===== config.mk =====
export PLATFORM = sky130hd
export DESIGN_NAME = arp_cache_and_responder_core
export DESIGN_NICKNAME = d
export VERILOG_FILES = /design/src/hdl/arpc_pkg.sv /design/src/hdl/arpc_ctrl.sv /design/src/hdl/arpc_dpath.sv /design/src/hdl/arp_cache_and_responder_core.sv
export SDC_FILE = /design/constraint.sdc
export NUM_CORES = 2
export LEC_CHECK = 0
export BUFFER_PORTS_ARGS = -buffer_cell sky130_fd_sc_hd__buf_2
export CORE_MARGIN = 2
export CORE_UTILIZATION = 45
export DETAILED_ROUTE_END_ITERATION = 6
export GPL_TIMING_DRIVEN = 0
export PLACE_DENSITY_LB_ADDON = 0.3
export SLEW_MARGIN = 20
export SYNTH_ARGS = -nofsm -noshare
export SYNTH_HDL_FRONTEND = slang
export SYNTH_SLANG_ARGS = --single-unit

===== constraint.sdc =====
create_clock -name clk_i -period 10.7 [get_ports clk_i]
set_clock_uncertainty 0.1 [all_clocks]
set_input_delay 0.535 -clock clk_i [delete_from_list [all_inputs] [get_ports clk_i]]
set_output_delay 0.535 -clock clk_i [all_outputs]
set_load 0.02 [all_outputs]

===== src/hdl/arpc_pkg.sv =====
// Shared types and constants for the ARP cache and responder core.
// Used by the controller, the datapath and the top level; depends on nothing.
package arpc_pkg;

  localparam int unsigned TABLE_ENTRIES = 16;
  localparam int unsigned IDX_W = (TABLE_ENTRIES > 1) ? $clog2(TABLE_ENTRIES) : 1;
  localparam logic [IDX_W-1:0] LAST_IDX = IDX_W'(TABLE_ENTRIES - 1);

  // Function codes of an input word.
  localparam logic [1:0] FUNC_PKT   = 2'd0;
  localparam logic [1:0] FUNC_QUERY = 2'd1;
  localparam logic [1:0] FUNC_ADD   = 2'd2;
  localparam logic [1:0] FUNC_RSVD  = 2'd3;

  // Result kinds.
  localparam logic [2:0] KIND_NONE  = 3'd0;
  localparam logic [2:0] KIND_HIT   = 3'd1;
  localparam logic [2:0] KIND_REQ   = 3'd2;
  localparam logic [2:0] KIND_REPLY = 3'd3;
  localparam logic [2:0] KIND_DROP  = 3'd4;

  // Packet checks.
  localparam logic [15:0] ARP_MIN_LEN    = 16'd28;
  localparam logic [15:0] HW_ETHERNET    = 16'd1;
  localparam logic [15:0] PROTO_IPV4     = 16'h0800;
  localparam logic [15:0] OPCODE_REQUEST = 16'd1;

  // Operation of an outgoing frame.
  localparam logic [1:0] FOP_NONE  = 2'd0;
  localparam logic [1:0] FOP_REQ   = 2'd1;
  localparam logic [1:0] FOP_REPLY = 2'd2;

  localparam logic [47:0] BROADCAST_MAC = 48'hFFFF_FFFF_FFFF;

  // Configuration register indexes.
  localparam logic CFG_OWN_IP  = 1'b0;
  localparam logic CFG_OWN_MAC = 1'b1;

  typedef enum logic [3:0] {
    ST_IDLE  = 4'b0001,
    ST_SCAN  = 4'b0010,
    ST_WRITE = 4'b0100,
    ST_DONE  = 4'b1000
  } state_e;

  typedef struct packed {
    logic start;     // capture the input word, restart the scan
    logic scan;      // step the table scan
    logic write;     // write the learnt binding
    logic load_out;  // load the result register
  } ctrl_cmd_t;

  typedef struct packed {
    logic skip;      // word needs no table access
    logic learn;     // word teaches the table a binding
    logic scan_done; // last entry compared this cycle
    logic out_free;  // result register can take a word
  } dp_status_t;

endpackage


===== src/hdl/arpc_ctrl.sv =====
// Controller state machine of the ARP cache and responder core.
// Depends on arpc_pkg; drives the datapath through ctrl_cmd_t.
module arpc_ctrl (
  input  logic                clk_i,
  input  logic                rst_ni,
  input  logic                in_valid_i,
  output logic                in_stall_o,
  input  arpc_pkg::dp_status_t status_i,
  output arpc_pkg::ctrl_cmd_t  cmd_o
);

  arpc_pkg::state_e state_q, state_d;

  always_ff @(posedge clk_i or negedge rst_ni) begin
    if (!rst_ni) begin
      state_q <= arpc_pkg::ST_IDLE;
    end else begin
      state_q <= state_d;
    end
  end

  always_comb begin
    state_d = state_q;
    cmd_o   = '0;
    case (state_q)
      arpc_pkg::ST_IDLE: begin
        if (in_valid_i) begin
          cmd_o.start = 1'b1;
          state_d     = arpc_pkg::ST_SCAN;
        end
      end
      arpc_pkg::ST_SCAN: begin
        if (status_i.skip) begin
          state_d = arpc_pkg::ST_DONE;
        end else begin
          cmd_o.scan = 1'b1;
          if (status_i.scan_done) begin
            state_d = status_i.learn ? arpc_pkg::ST_WRITE : arpc_pkg::ST_DONE;
          end
        end
      end
      arpc_pkg::ST_WRITE: begin
        cmd_o.write = 1'b1;
        state_d     = arpc_pkg::ST_DONE;
      end
      arpc_pkg::ST_DONE: begin
        if (status_i.out_free) begin
          cmd_o.load_out = 1'b1;
          state_d        = arpc_pkg::ST_IDLE;
        end
      end
      default: begin
        state_d = arpc_pkg::ST_IDLE;
      end
    endcase
  end

  assign in_stall_o = (state_q != arpc_pkg::ST_IDLE);

endmodule


===== src/hdl/arpc_dpath.sv =====
// Datapath of the ARP cache and responder core: table memory, scan, result register.
// Depends on arpc_pkg; commanded by arpc_ctrl.
module arpc_dpath (
  input  logic                 clk_i,
  input  logic                 rst_ni,
  input  arpc_pkg::ctrl_cmd_t  cmd_i,
  output arpc_pkg::dp_status_t status_o,
  input  logic                 cfg_we_i,
  input  logic                 cfg_idx_i,
  input  logic [47:0]          cfg_wdata_i,
  input  logic [1:0]           func_i,
  input  logic [15:0]          pkt_len_i,
  input  logic [15:0]          hw_type_i,
  input  logic [15:0]          proto_type_i,
  input  logic [15:0]          arp_op_i,
  input  logic [47:0]          sender_mac_i,
  input  logic [31:0]          sender_ip_i,
  input  logic [31:0]          target_ip_i,
  input  logic [31:0]          query_ip_i,
  output logic                 out_valid_o,
  input  logic                 out_stall_i,
  output logic [2:0]           result_kind_o,
  output logic [47:0]          resolved_mac_o,
  output logic [47:0]          frame_dest_mac_o,
  output logic [1:0]           frame_op_o,
  output logic [47:0]          frame_target_mac_o,
  output logic [31:0]          frame_target_ip_o
);

  localparam int unsigned N = arpc_pkg::TABLE_ENTRIES;
  localparam int unsigned W = arpc_pkg::IDX_W;

  logic [31:0] ip_mem  [N];
  logic [47:0] mac_mem [N];
  logic [N-1:0] valid_q;

  logic [31:0] own_ip_q;

  logic [1:0]  func_q;
  logic [31:0] key_q;
  logic [47:0] mac_q;
  logic        drop_q, reply_q;

  logic [W-1:0] addr_q, cmp_idx_q, hit_idx_q, empty_idx_q, wr_idx;
  logic         issued_all_q, cmp_act_q, hit_q, empty_found_q;
  logic [31:0]  ip_rd_q;
  logic [47:0]  mac_rd_q, hit_mac_q;
  logic         match, cmp_valid;

  logic        out_valid_q;
  logic [2:0]  kind_d;
  logic [47:0] res_mac_d, dest_mac_d, tmac_d;
  logic [1:0]  fop_d;
  logic [31:0] tip_d;

  // Only own_ip shapes a result; own_mac is not stored here.
  always_ff @(posedge clk_i or negedge rst_ni) begin
    if (!rst_ni) begin
      own_ip_q <= '0;
    end else if (cfg_we_i) begin
      case (cfg_idx_i)
        arpc_pkg::CFG_OWN_IP:  own_ip_q <= cfg_wdata_i[31:0];
        arpc_pkg::CFG_OWN_MAC: own_ip_q <= own_ip_q;
        default:               own_ip_q <= own_ip_q;
      endcase
    end
  end

  always_ff @(posedge clk_i) begin
    if (cmd_i.start) begin
      func_q  <= func_i;
      key_q   <= (func_i == arpc_pkg::FUNC_QUERY) ? query_ip_i : sender_ip_i;
      mac_q   <= sender_mac_i;
      drop_q  <= (pkt_len_i < arpc_pkg::ARP_MIN_LEN) || (hw_type_i != arpc_pkg::HW_ETHERNET)
                 || (proto_type_i != arpc_pkg::PROTO_IPV4);
      reply_q <= (arp_op_i == arpc_pkg::OPCODE_REQUEST) && (target_ip_i == own_ip_q);
    end
  end

  assign cmp_valid = valid_q[cmp_idx_q];
  assign match     = cmp_act_q && cmp_valid && (ip_rd_q == key_q);
  assign wr_idx    = hit_q ? hit_idx_q : (empty_found_q ? empty_idx_q : '0);

  // Table memory: one write port, one registered read port driven by the scan.
  always_ff @(posedge clk_i) begin
    if (cmd_i.write) begin
      ip_mem[wr_idx]  <= key_q;
      mac_mem[wr_idx] <= mac_q;
    end
    ip_rd_q  <= ip_mem[addr_q];
    mac_rd_q <= mac_mem[addr_q];
  end

  always_ff @(posedge clk_i) begin
    cmp_idx_q <= addr_q;
    if (match && !hit_q) begin
      hit_idx_q <= cmp_idx_q;
      hit_mac_q <= mac_rd_q;
    end
    if (cmp_act_q && !cmp_valid && !empty_found_q) begin
      empty_idx_q <= cmp_idx_q;
    end
  end

  always_ff @(posedge clk_i or negedge rst_ni) begin
    if (!rst_ni) begin
      valid_q       <= '0;
      addr_q        <= '0;
      issued_all_q  <= 1'b0;
      cmp_act_q     <= 1'b0;
      hit_q         <= 1'b0;
      empty_found_q <= 1'b0;
    end else begin
      if (cmd_i.start) begin
        addr_q        <= '0;
        issued_all_q  <= 1'b0;
        cmp_act_q     <= 1'b0;
        hit_q         <= 1'b0;
        empty_found_q <= 1'b0;
      end else begin
        cmp_act_q <= cmd_i.scan && !issued_all_q;
        if (cmd_i.scan && !issued_all_q) begin
          addr_q <= addr_q + 1'b1;
          if (addr_q == arpc_pkg::LAST_IDX) begin
            issued_all_q <= 1'b1;
          end
        end
        if (match) begin
          hit_q <= 1'b1;
        end
        if (cmp_act_q && !cmp_valid) begin
          empty_found_q <= 1'b1;
        end
      end
      if (cmd_i.write) begin
        valid_q[wr_idx] <= 1'b1;
      end
    end
  end

  always_comb begin
    kind_d     = arpc_pkg::KIND_NONE;
    res_mac_d  = '0;
    dest_mac_d = '0;
    fop_d      = arpc_pkg::FOP_NONE;
    tmac_d     = '0;
    tip_d      = '0;
    case (func_q)
      arpc_pkg::FUNC_PKT: begin
        if (drop_q) begin
          kind_d = arpc_pkg::KIND_DROP;
        end else if (reply_q) begin
          kind_d     = arpc_pkg::KIND_REPLY;
          dest_mac_d = mac_q;
          fop_d      = arpc_pkg::FOP_REPLY;
          tmac_d     = mac_q;
          tip_d      = key_q;
        end
      end
      arpc_pkg::FUNC_QUERY: begin
        if (hit_q) begin
          kind_d    = arpc_pkg::KIND_HIT;
          res_mac_d = hit_mac_q;
        end else begin
          kind_d     = arpc_pkg::KIND_REQ;
          dest_mac_d = arpc_pkg::BROADCAST_MAC;
          fop_d      = arpc_pkg::FOP_REQ;
          tip_d      = key_q;
        end
      end
      default: begin
        kind_d = arpc_pkg::KIND_NONE;
      end
    endcase
  end

  always_ff @(posedge clk_i or negedge rst_ni) begin
    if (!rst_ni) begin
      out_valid_q <= 1'b0;
    end else if (cmd_i.load_out) begin
      out_valid_q <= 1'b1;
    end else if (!out_stall_i) begin
      out_valid_q <= 1'b0;
    end
  end

  always_ff @(posedge clk_i) begin
    if (cmd_i.load_out) begin
      result_kind_o      <= kind_d;
      resolved_mac_o     <= res_mac_d;
      frame_dest_mac_o   <= dest_mac_d;
      frame_op_o         <= fop_d;
      frame_target_mac_o <= tmac_d;
      frame_target_ip_o  <= tip_d;
    end
  end

  assign out_valid_o = out_valid_q;

  assign status_o.skip      = ((func_q == arpc_pkg::FUNC_PKT) && drop_q)
                              || (func_q == arpc_pkg::FUNC_RSVD);
  assign status_o.learn     = (func_q == arpc_pkg::FUNC_PKT) || (func_q == arpc_pkg::FUNC_ADD);
  assign status_o.scan_done = cmp_act_q && (cmp_idx_q == arpc_pkg::LAST_IDX);
  assign status_o.out_free  = !out_valid_q || !out_stall_i;

  a_no_overwrite: assert property (@(posedge clk_i) disable iff (!rst_ni)
    cmd_i.load_out |-> (!out_valid_q || !out_stall_i))
    else $error("result register loaded while a word is still waiting");

  a_hit_entry_valid: assert property (@(posedge clk_i) disable iff (!rst_ni)
    hit_q |-> valid_q[hit_idx_q])
    else $error("recorded hit points at an empty entry");

  a_write_after_scan: assert property (@(posedge clk_i) disable iff (!rst_ni)
    cmd_i.write |-> (!cmp_act_q && issued_all_q))
    else $error("table written before the scan finished");

  a_scan_in_order: assert property (@(posedge clk_i) disable iff (!rst_ni)
    (cmp_act_q && $past(cmp_act_q) && !$past(cmd_i.start)) |->
      (cmp_idx_q == $past(cmp_idx_q) + 1'b1))
    else $error("scan skipped or repeated an entry");

endmodule


===== src/hdl/arp_cache_and_responder_core.sv =====
// ARP cache and responder core: top level joining controller and datapath.
// A result word is offered after its input word is scanned against the table, written
// into it when the word teaches a binding, and loaded; a dropped packet or the unused
// function code skips the scan. One word is in flight at a time: the next is taken in
// the cycle after the result is loaded; the scan reads 16 entries via a single read port.
// Reset (asynchronous, active low) clears the entry valid bits, own_ip and the handshakes.
module arp_cache_and_responder_core (
  input  logic        clk_i,
  input  logic        rst_ni,
  // Configuration write port.
  input  logic        cfg_we_i,
  input  logic        cfg_idx_i,
  input  logic [47:0] cfg_wdata_i,
  // Input channel.
  input  logic        in_valid_i,
  output logic        in_stall_o,
  input  logic [1:0]  func_i,
  input  logic [15:0] pkt_len_i,
  input  logic [15:0] hw_type_i,
  input  logic [15:0] proto_type_i,
  input  logic [15:0] arp_op_i,
  input  logic [47:0] sender_mac_i,
  input  logic [31:0] sender_ip_i,
  input  logic [31:0] target_ip_i,
  input  logic [31:0] query_ip_i,
  // Output channel.
  output logic        out_valid_o,
  input  logic        out_stall_i,
  output logic [2:0]  result_kind_o,
  output logic [47:0] resolved_mac_o,
  output logic [47:0] frame_dest_mac_o,
  output logic [1:0]  frame_op_o,
  output logic [47:0] frame_target_mac_o,
  output logic [31:0] frame_target_ip_o
);

  // The controller walks each word through scan, optional table write and result load.
  // The datapath holds the table, the captured word, the scan pipeline and the result
  // register, so a finished word can wait at the output while the next one is taken in.
  arpc_pkg::ctrl_cmd_t  cmd;
  arpc_pkg::dp_status_t status;

  arpc_ctrl u_ctrl (
    .clk_i      (clk_i),
    .rst_ni     (rst_ni),
    .in_valid_i (in_valid_i),
    .in_stall_o (in_stall_o),
    .status_i   (status),
    .cmd_o      (cmd)
  );

  // Learning updates a matching valid entry, else fills the lowest empty slot, else
  // evicts slot zero; the scan records both the first match and the first empty slot.
  arpc_dpath u_dpath (
    .clk_i              (clk_i),
    .rst_ni             (rst_ni),
    .cmd_i              (cmd),
    .status_o           (status),
    .cfg_we_i           (cfg_we_i),
    .cfg_idx_i          (cfg_idx_i),
    .cfg_wdata_i        (cfg_wdata_i),
    .func_i             (func_i),
    .pkt_len_i          (pkt_len_i),
    .hw_type_i          (hw_type_i),
    .proto_type_i       (proto_type_i),
    .arp_op_i           (arp_op_i),
    .sender_mac_i       (sender_mac_i),
    .sender_ip_i        (sender_ip_i),
    .target_ip_i        (target_ip_i),
    .query_ip_i         (query_ip_i),
    .out_valid_o        (out_valid_o),
    .out_stall_i        (out_stall_i),
    .result_kind_o      (result_kind_o),
    .resolved_mac_o     (resolved_mac_o),
    .frame_dest_mac_o   (frame_dest_mac_o),
    .frame_op_o         (frame_op_o),
    .frame_target_mac_o (frame_target_mac_o),
    .frame_target_ip_o  (frame_target_ip_o)
  );

endmodule


Word-level counts from Yosys, hierarchy flattened. Memories as Yosys holds them, arrays and structs flattened. A register that Yosys moved wholly into a read port is not among the register bits. Cells that the tools add are included.

Register bits after elaboration: 386. Bits in writable memories: 1280. Bits of input ports: 264. Output and inout bits: 183. Logic and storage cells: 134. Memories: 2.

Add/subtract/negate cells: 1. Magnitude comparators: 4. Equal/unequal tests: 20. Multiplexer cells: 51. Bitwise gates (word level): 2. Reductions and logical operators: 30.

Memories: u_dpath.mac_mem (words 16, bits a word 48, rd ports 1, clocked after memory_dff 1, write ports 1, line arpc_dpath.sv:34) `logic [47:0] mac_mem [N];`; u_dpath.ip_mem (words 16, bits a word 32, rd ports 1, clocked after memory_dff 1, write ports 1, line arpc_dpath.sv:33) `logic [31:0] ip_mem [N];`.

Operators by type and width (number): 32-bit 2-to-1 mux (5); 48-bit 2-to-1 mux (3); 48-bit case mux with 2 select lines (1); 32-bit == test (2); 32-bit case mux with 2 select lines (1); 4-bit 2-to-1 mux (9); 1-bit 2-to-1 mux (22); 16-bit by 1-bit == test with 1-bit output (second input constant) (1); 16-bit by 5-bit less-than comparator with 1-bit output (second input constant) (1); 16-bit by 1-bit != test with 1-bit output (second input constant) (1); 16-bit by 12-bit != test with 1-bit output (second input constant) (1); 16-bit bitwise OR (1); 4-bit case mux with 4 select lines (1); 4-bit == test (second input constant) (3); 1-bit logical AND (10); 4-bit by 5-bit less-than comparator with 1-bit output (second input constant) (2); 2-bit 2-to-1 mux (4); 2-bit nonzero test (4); 1-bit logical NOT (6); 3-bit case mux with 2 select lines (1); 2-bit AND reduction (3); 1-bit logical OR (5); 4-bit by 1-bit adder with 4-bit output (second input constant) (1); 1-bit binary-select mux with 4-bit select (1); other kinds (16) (19).

Depth between registers and ports, before layout.
Word-level depth: 8. Mapped depth: 6.

Modules after synthesis. A second synthesis with hierarchy kept.

Cell total of the unflattened synthesis: 3341. Area, all modules: 65241.3 um2.

By module, submodules not included: arpc_dpath (times used 1, cells an instance 3314, area an instance 64986.1 um2); arpc_ctrl (times used 1, cells an instance 27, area an instance 255.2 um2).

Worst setup path before layout. OpenSTA, ideal clock, no wires.

Path type: flip-flop to flip-flop. Start: register u_ctrl.state_q[1]. End: register u_dpath.frame_dest_mac_o[0], enable pin. Setup time: 782 ps. Arrival: 9383 ps. Data required time: 9818 ps. Setup slack: 435 ps. Stages on the path, launching flop included: 4. Path buffers: 0. Clock period less this slack: 10265 ps. Cells stage by stage: dfrtp_1 > nor2_1 > nand3b_1 > a21oi_1.

RTL lines: start, declared (line arpc_ctrl.sv:12) `arpc_pkg::state_e state_q, state_d;`; start signal, assigned (line arpc_ctrl.sv:16) `state_q <= arpc_pkg::ST_IDLE;`; start signal, assigned (line arpc_ctrl.sv:18) `state_q <= state_d;`; end signal, assigned (line arpc_dpath.sv:191) `frame_dest_mac_o <= dest_mac_d;`; end, declared (line arpc_dpath.sv:24) `output logic [47:0] frame_dest_mac_o,`.

Worst setup path in the final report.
Start: register u_dpath.key_q[16]. End: register u_dpath.hit_mac_q[18], enable pin.

Word-level cells in the longest chain between the ends: 3.

Ends and longest elaborated chain: start, declared (line arpc_dpath.sv:40) `logic [31:0] key_q;`; start signal, assigned (line arpc_dpath.sv:72) `key_q <= (func_i == arpc_pkg::FUNC_QUERY) ? query_ip_i : sender_ip_i;`; 32-bit == test (line arpc_dpath.sv:81) `assign match = cmp_act_q && cmp_valid && (ip_rd_q == key_q);`; 1-bit logical AND (line arpc_dpath.sv:81); 1-bit logical AND (line arpc_dpath.sv:96) `if (match && !hit_q) begin`; end signal, assigned (line arpc_dpath.sv:98) `hit_mac_q <= mac_rd_q;`; end, declared (line arpc_dpath.sv:47) `logic [47:0] mac_rd_q, hit_mac_q;`.

Every way passes these cells. A chain may end at the register's enable or synchronous reset.

==> impl_metrics.csv <==
group,metric,value,unit
outcome,status,"finished clean",
timing,fin_crit_sh,39.6,%
hold_path,min_to,"u_dpath.key_q[5]$_DFFE_PP_",
global_routing,grt_max_degree,51,
setup_path,cp_common_cell,"nand4_1",
timing,period_needed,4.24,ns
clock_network,cts_buffers,174,
global_routing,grt_pass1_vias,31900,
setup_path,r2r_cells,7,
power,leakage,25.7,nW
power,ir_drop,0.163,mV
synth,ys_top_cells_by_area,"edfxtp_1, mux4_2, dfxtp_1, dfrtp_1, and2_1",
place,place_congestion,0.827,
timing,final_max_slew_viol_count,0,
detailed_routing,drtIter0Drc,3470,
timing,finalSetupViolCount,0,
synth,ys_seq_area_share,79.7,%
setup_path,reg2reg_slack,6.46,ns
hold_path,min_from,"sender_ip_i[5]",
floorplan,die_x,382,um
clock_network,clock-sinks,1746,
setup_path,startpoint,"u_dpath.key_q[16]$_DFFE_PP_",
global_routing,antenna_found_initial,4,
setup_path,slowest_stage,"nor4_1",
timing,max_freq,236,MHz
timing,tns,0,ns
clock_network,cts_hold_buf,145,
detailed_routing,ant_nets,0,
clock_network,h-tree-depth,4,
global_routing,grt_overflow_total,0,
cells_and_area,layout.nets,3840,
setup_path,crit_arrival,4.64,ns
place,port_buffers,428,
detailed_routing,wire_per_inst,28.1,um
floorplan,die_area,146000,um2
timing,tightestPinTransition,1.23,ns
floorplan,start_util,45.4,%
timing,final-hold-violation-count,0,
floorplan,io_pins,447,
synth,ys_types,46,
setup_path,critPathBufInv,2,
floorplan,core-area,142000,um2
synth,synth_top_cell_by_area,"edfxtp_1",
detailed_routing,num_vias,31100,
timing,rsz0062_at_grt,"no",
synth,synth_nets,2994,
clock_network,cts_setup_buffers,0,
global_routing,grt_pass1_wl,225000,um
synth,netlist.area_leader.share,74.7,%
hold_path,holdPathStages,2,
detailed_routing,drt-pass1-iter-count,5,
setup_path,crit_path_max_incr_delay,0.78,ns
setup_path,crit_fanout,18,
clock_network,cts_tree,"built",
place,dp_hpwl,102000,um
detailed_routing,drt-vias-per-instance,5.53,
setup_path,cp-end-kind,"flip-flop",
synth,netlist_area,64300,um2
synth,synth-seq-cells,1746,
hold_path,min_path_type,"in2reg",
power,p_per_area,226,nW/um2
place,pre_cts_slack,6.27,ns
floorplan,placementRows,138,
timing,slew_headroom,17.6,%
global_routing,grt.total_usage,21.7,%
synth,ys_warn_count,0,
clock_network,clk_latency,0.81,ns
setup_path,crit_family,"simple AND/OR/NAND/NOR gates",
floorplan,fp.dieH,382,um
clock_network,cts.path.max_buffers,3,
cells_and_area,drive_above_1_share,35.6,%
cells_and_area,nFillCells,10400,
clock_network,root_buffer,"clkbuf_16",
setup_path,critical_path_class,"reg2reg",
setup_path,crit_chain,"xnor2_1, nand4_1, nor4_1, nand4_1, nor2_4, buf_12, buf_16",
cells_and_area,syn2layout_area_growth,22.2,%
setup_path,cp.required,11.10,ns
clock_network,clk_pin_slew_worst_paths,0.06,ns
setup_path,reg2reg_from,"u_dpath.key_q[16]$_DFFE_PP_",
clock_network,cts_resized,0,
flow_run,cap_viol_max_count,0,
cells_and_area,area.sequential,51300,um2
setup_path,start_kind,"flip-flop",
detailed_routing,remaining_drc_errors,0,
cells_and_area,multi_input_area,12600,um2
synth,syn_avg_cell_area,23.6,um2
detailed_routing,routed_wl,158000,um
synth,synth_cells,2729,
timing,setup_ws,6.46,ns
setup_path,rr_endpoint,"u_dpath.hit_mac_q[18]$_DFFE_PP_",
==> cells in the final DEF (no fill, tap or decap), drive strengths merged, types with 2 or more instances in the layout <==
master       count
a21oi            3
a31oi            4
and2            97
and3             2
buf            583
bufinv          13
clkbuf         306
clkinv          49
clkinvlp         6
dfrtp           60
dfxtp           84
dlygate4sd3    145
edfxtp        1601
inv             15
mux2            64
mux2i            4
mux4           404
nand2           15
nand3            3
nand4           15
nor2            28
nor2b           35
nor3             4
nor3b            5
nor4            21
nor4b            5
o21ai            6
o21bai           8
or2             59
xnor2           35
xor2            31
==> where the power goes <==
| group | leakage, nW | switching (mW) | internal, mW | total (mW) |
|---|---|---|---|---|
| clock network | 2.80 | 2.58 | 3.51 | 6.09 |
| registers | 15.9 | 0.403 | 8.08 | 8.48 |
| logic | 7.02 | 1.63 | 1.59 | 3.23 |
==> metrics by stage <==
| stage | std cells | utilization [%] | cell area (um2) | hold slack [ns] | total power [mW] |
|---|---|---|---|---|---|
| finish | 5613 | 55.5 | 78600 | 0.0819 | 17.8 |
| global route | 5612 | 55.5 | 78600 | 0.0588 | 18.4 |
| CTS | 5612 | 55.4 | 78600 | 0.0207 | 18.0 |
| detailed placement | 5144 | 50.3 | 71400 | 0.261 | 11.8 |
| global placement | 5047 | 48.6 | 68800 | 0.249 | 11.8 |
| floorplan | 2729 | - | 64300 | 0.139 | 10.7 |
==> registers in the layout (all words and copies together) (netlist names), 16 cells and up <==
signal,flops
u_dpath.frame_dest_mac_o,48
u_dpath.frame_target_ip_o,32
u_dpath.frame_target_mac_o,48
u_dpath.hit_mac_q,48
u_dpath.ip_mem,512
u_dpath.ip_rd_q,32
u_dpath.key_q,32
u_dpath.mac_mem,768
u_dpath.mac_q,48
u_dpath.mac_rd_q,48
u_dpath.own_ip_q,32
u_dpath.resolved_mac_o,48
u_dpath.valid_q,16
==> synth_stat cells, drive strengths merged <==
cell type,instances
nor3b,5
nand3,3
a21o,1
xnor2,35
o21bai,8
nand3b,1
nor4,21
ha,1
a41o,1
buf,61
clkbuf,56
nor3,4
nor4b,5
a311o,1
nand2,15
a211o,1
inv,7
and2,97
or4b,1
and3,2
o21ba,1
nand4,15
or3,1
xor2,31
nor2b,35
edfxtp,1601
or2,59
o32a,1
a2111oi,1
nor2,28
dfxtp,84
a21oi,3
dfstp,1
a31oi,4
mux2,64
mux4,404
o21ai,6
mux2i,4
dfrtp,60
==> layer usage <==
| metal | vias to the layer above | global-route usage (%) | part of all wire [%] |
|---|---|---|---|
| li1 | 13000 | - | - |
| met1 | 16300 | 28.2 | 39 |
| met2 | 1446 | 35.9 | 50 |
| met3 | 253 | 4.97 | 7.8 |
| met4 | 0 | 7.78 | 3.5 |
| met5 | - | 0 | 0 |
==> worst max path at each step <==
| stage | slack [ns] | cells after the start | end |
|---|---|---|---|
| after floorplan | 0.44 | 3 | u_dpath.frame_dest_mac_o[0]$_DFFE_PP_ |
| after global placement | -5.62 | 3 | u_dpath.frame_dest_mac_o[26]$_DFFE_PP_ |
| after detailed placement | 6.27 | 7 | u_dpath.hit_mac_q[21]$_DFFE_PP_ |
| after CTS | 6.26 | 7 | u_dpath.hit_mac_q[25]$_DFFE_PP_ |
| after global routing | 6.35 | 7 | u_dpath.hit_mac_q[18]$_DFFE_PP_ |
| final | 6.46 | 7 | u_dpath.hit_mac_q[18]$_DFFE_PP_ |
==> area by class of cell <==
| type | instances | area share, % |
|---|---|---|
| inverters | 7 | 0.0398 |
| clock buffers | 247 | 6.18 |
| multi-input cells | 859 | 16.0 |
| diodes | 1 | 0.00318 |
| clock inverters | 76 | 1.16 |
| flip-flops and latches | 1746 | 65.2 |
| repair buffers | 670 | 7.60 |
| well taps | 1890 | 3.01 |
| plain buffers | 117 | 0.778 |
==> logic make-up (layout without fill, tap and decap cells) <==
logic type      Yosys count  in the layout  synth area share [%]
fa+ha+maj                 1              1                0.0194
buf+inv                 124           1117                 0.978
other cells               0              1                     0
simple gates            292            292                  2.72
compound gates           28             28                 0.333
xor+xnor                 66             66                 0.899
mux                     472            472                  15.3
flops                  1746           1746                  79.7
==> worst register-to-register path: cells and delay by family, from the launching register on <==
family | cells | cell delay (ns)
buf+inv | 2 | 0.47
xor+xnor | 1 | 0.60
simple gates | 4 | 2.15
flops | 1 | 0.62
No activity file was read; power rests on OpenSTA's default activity.
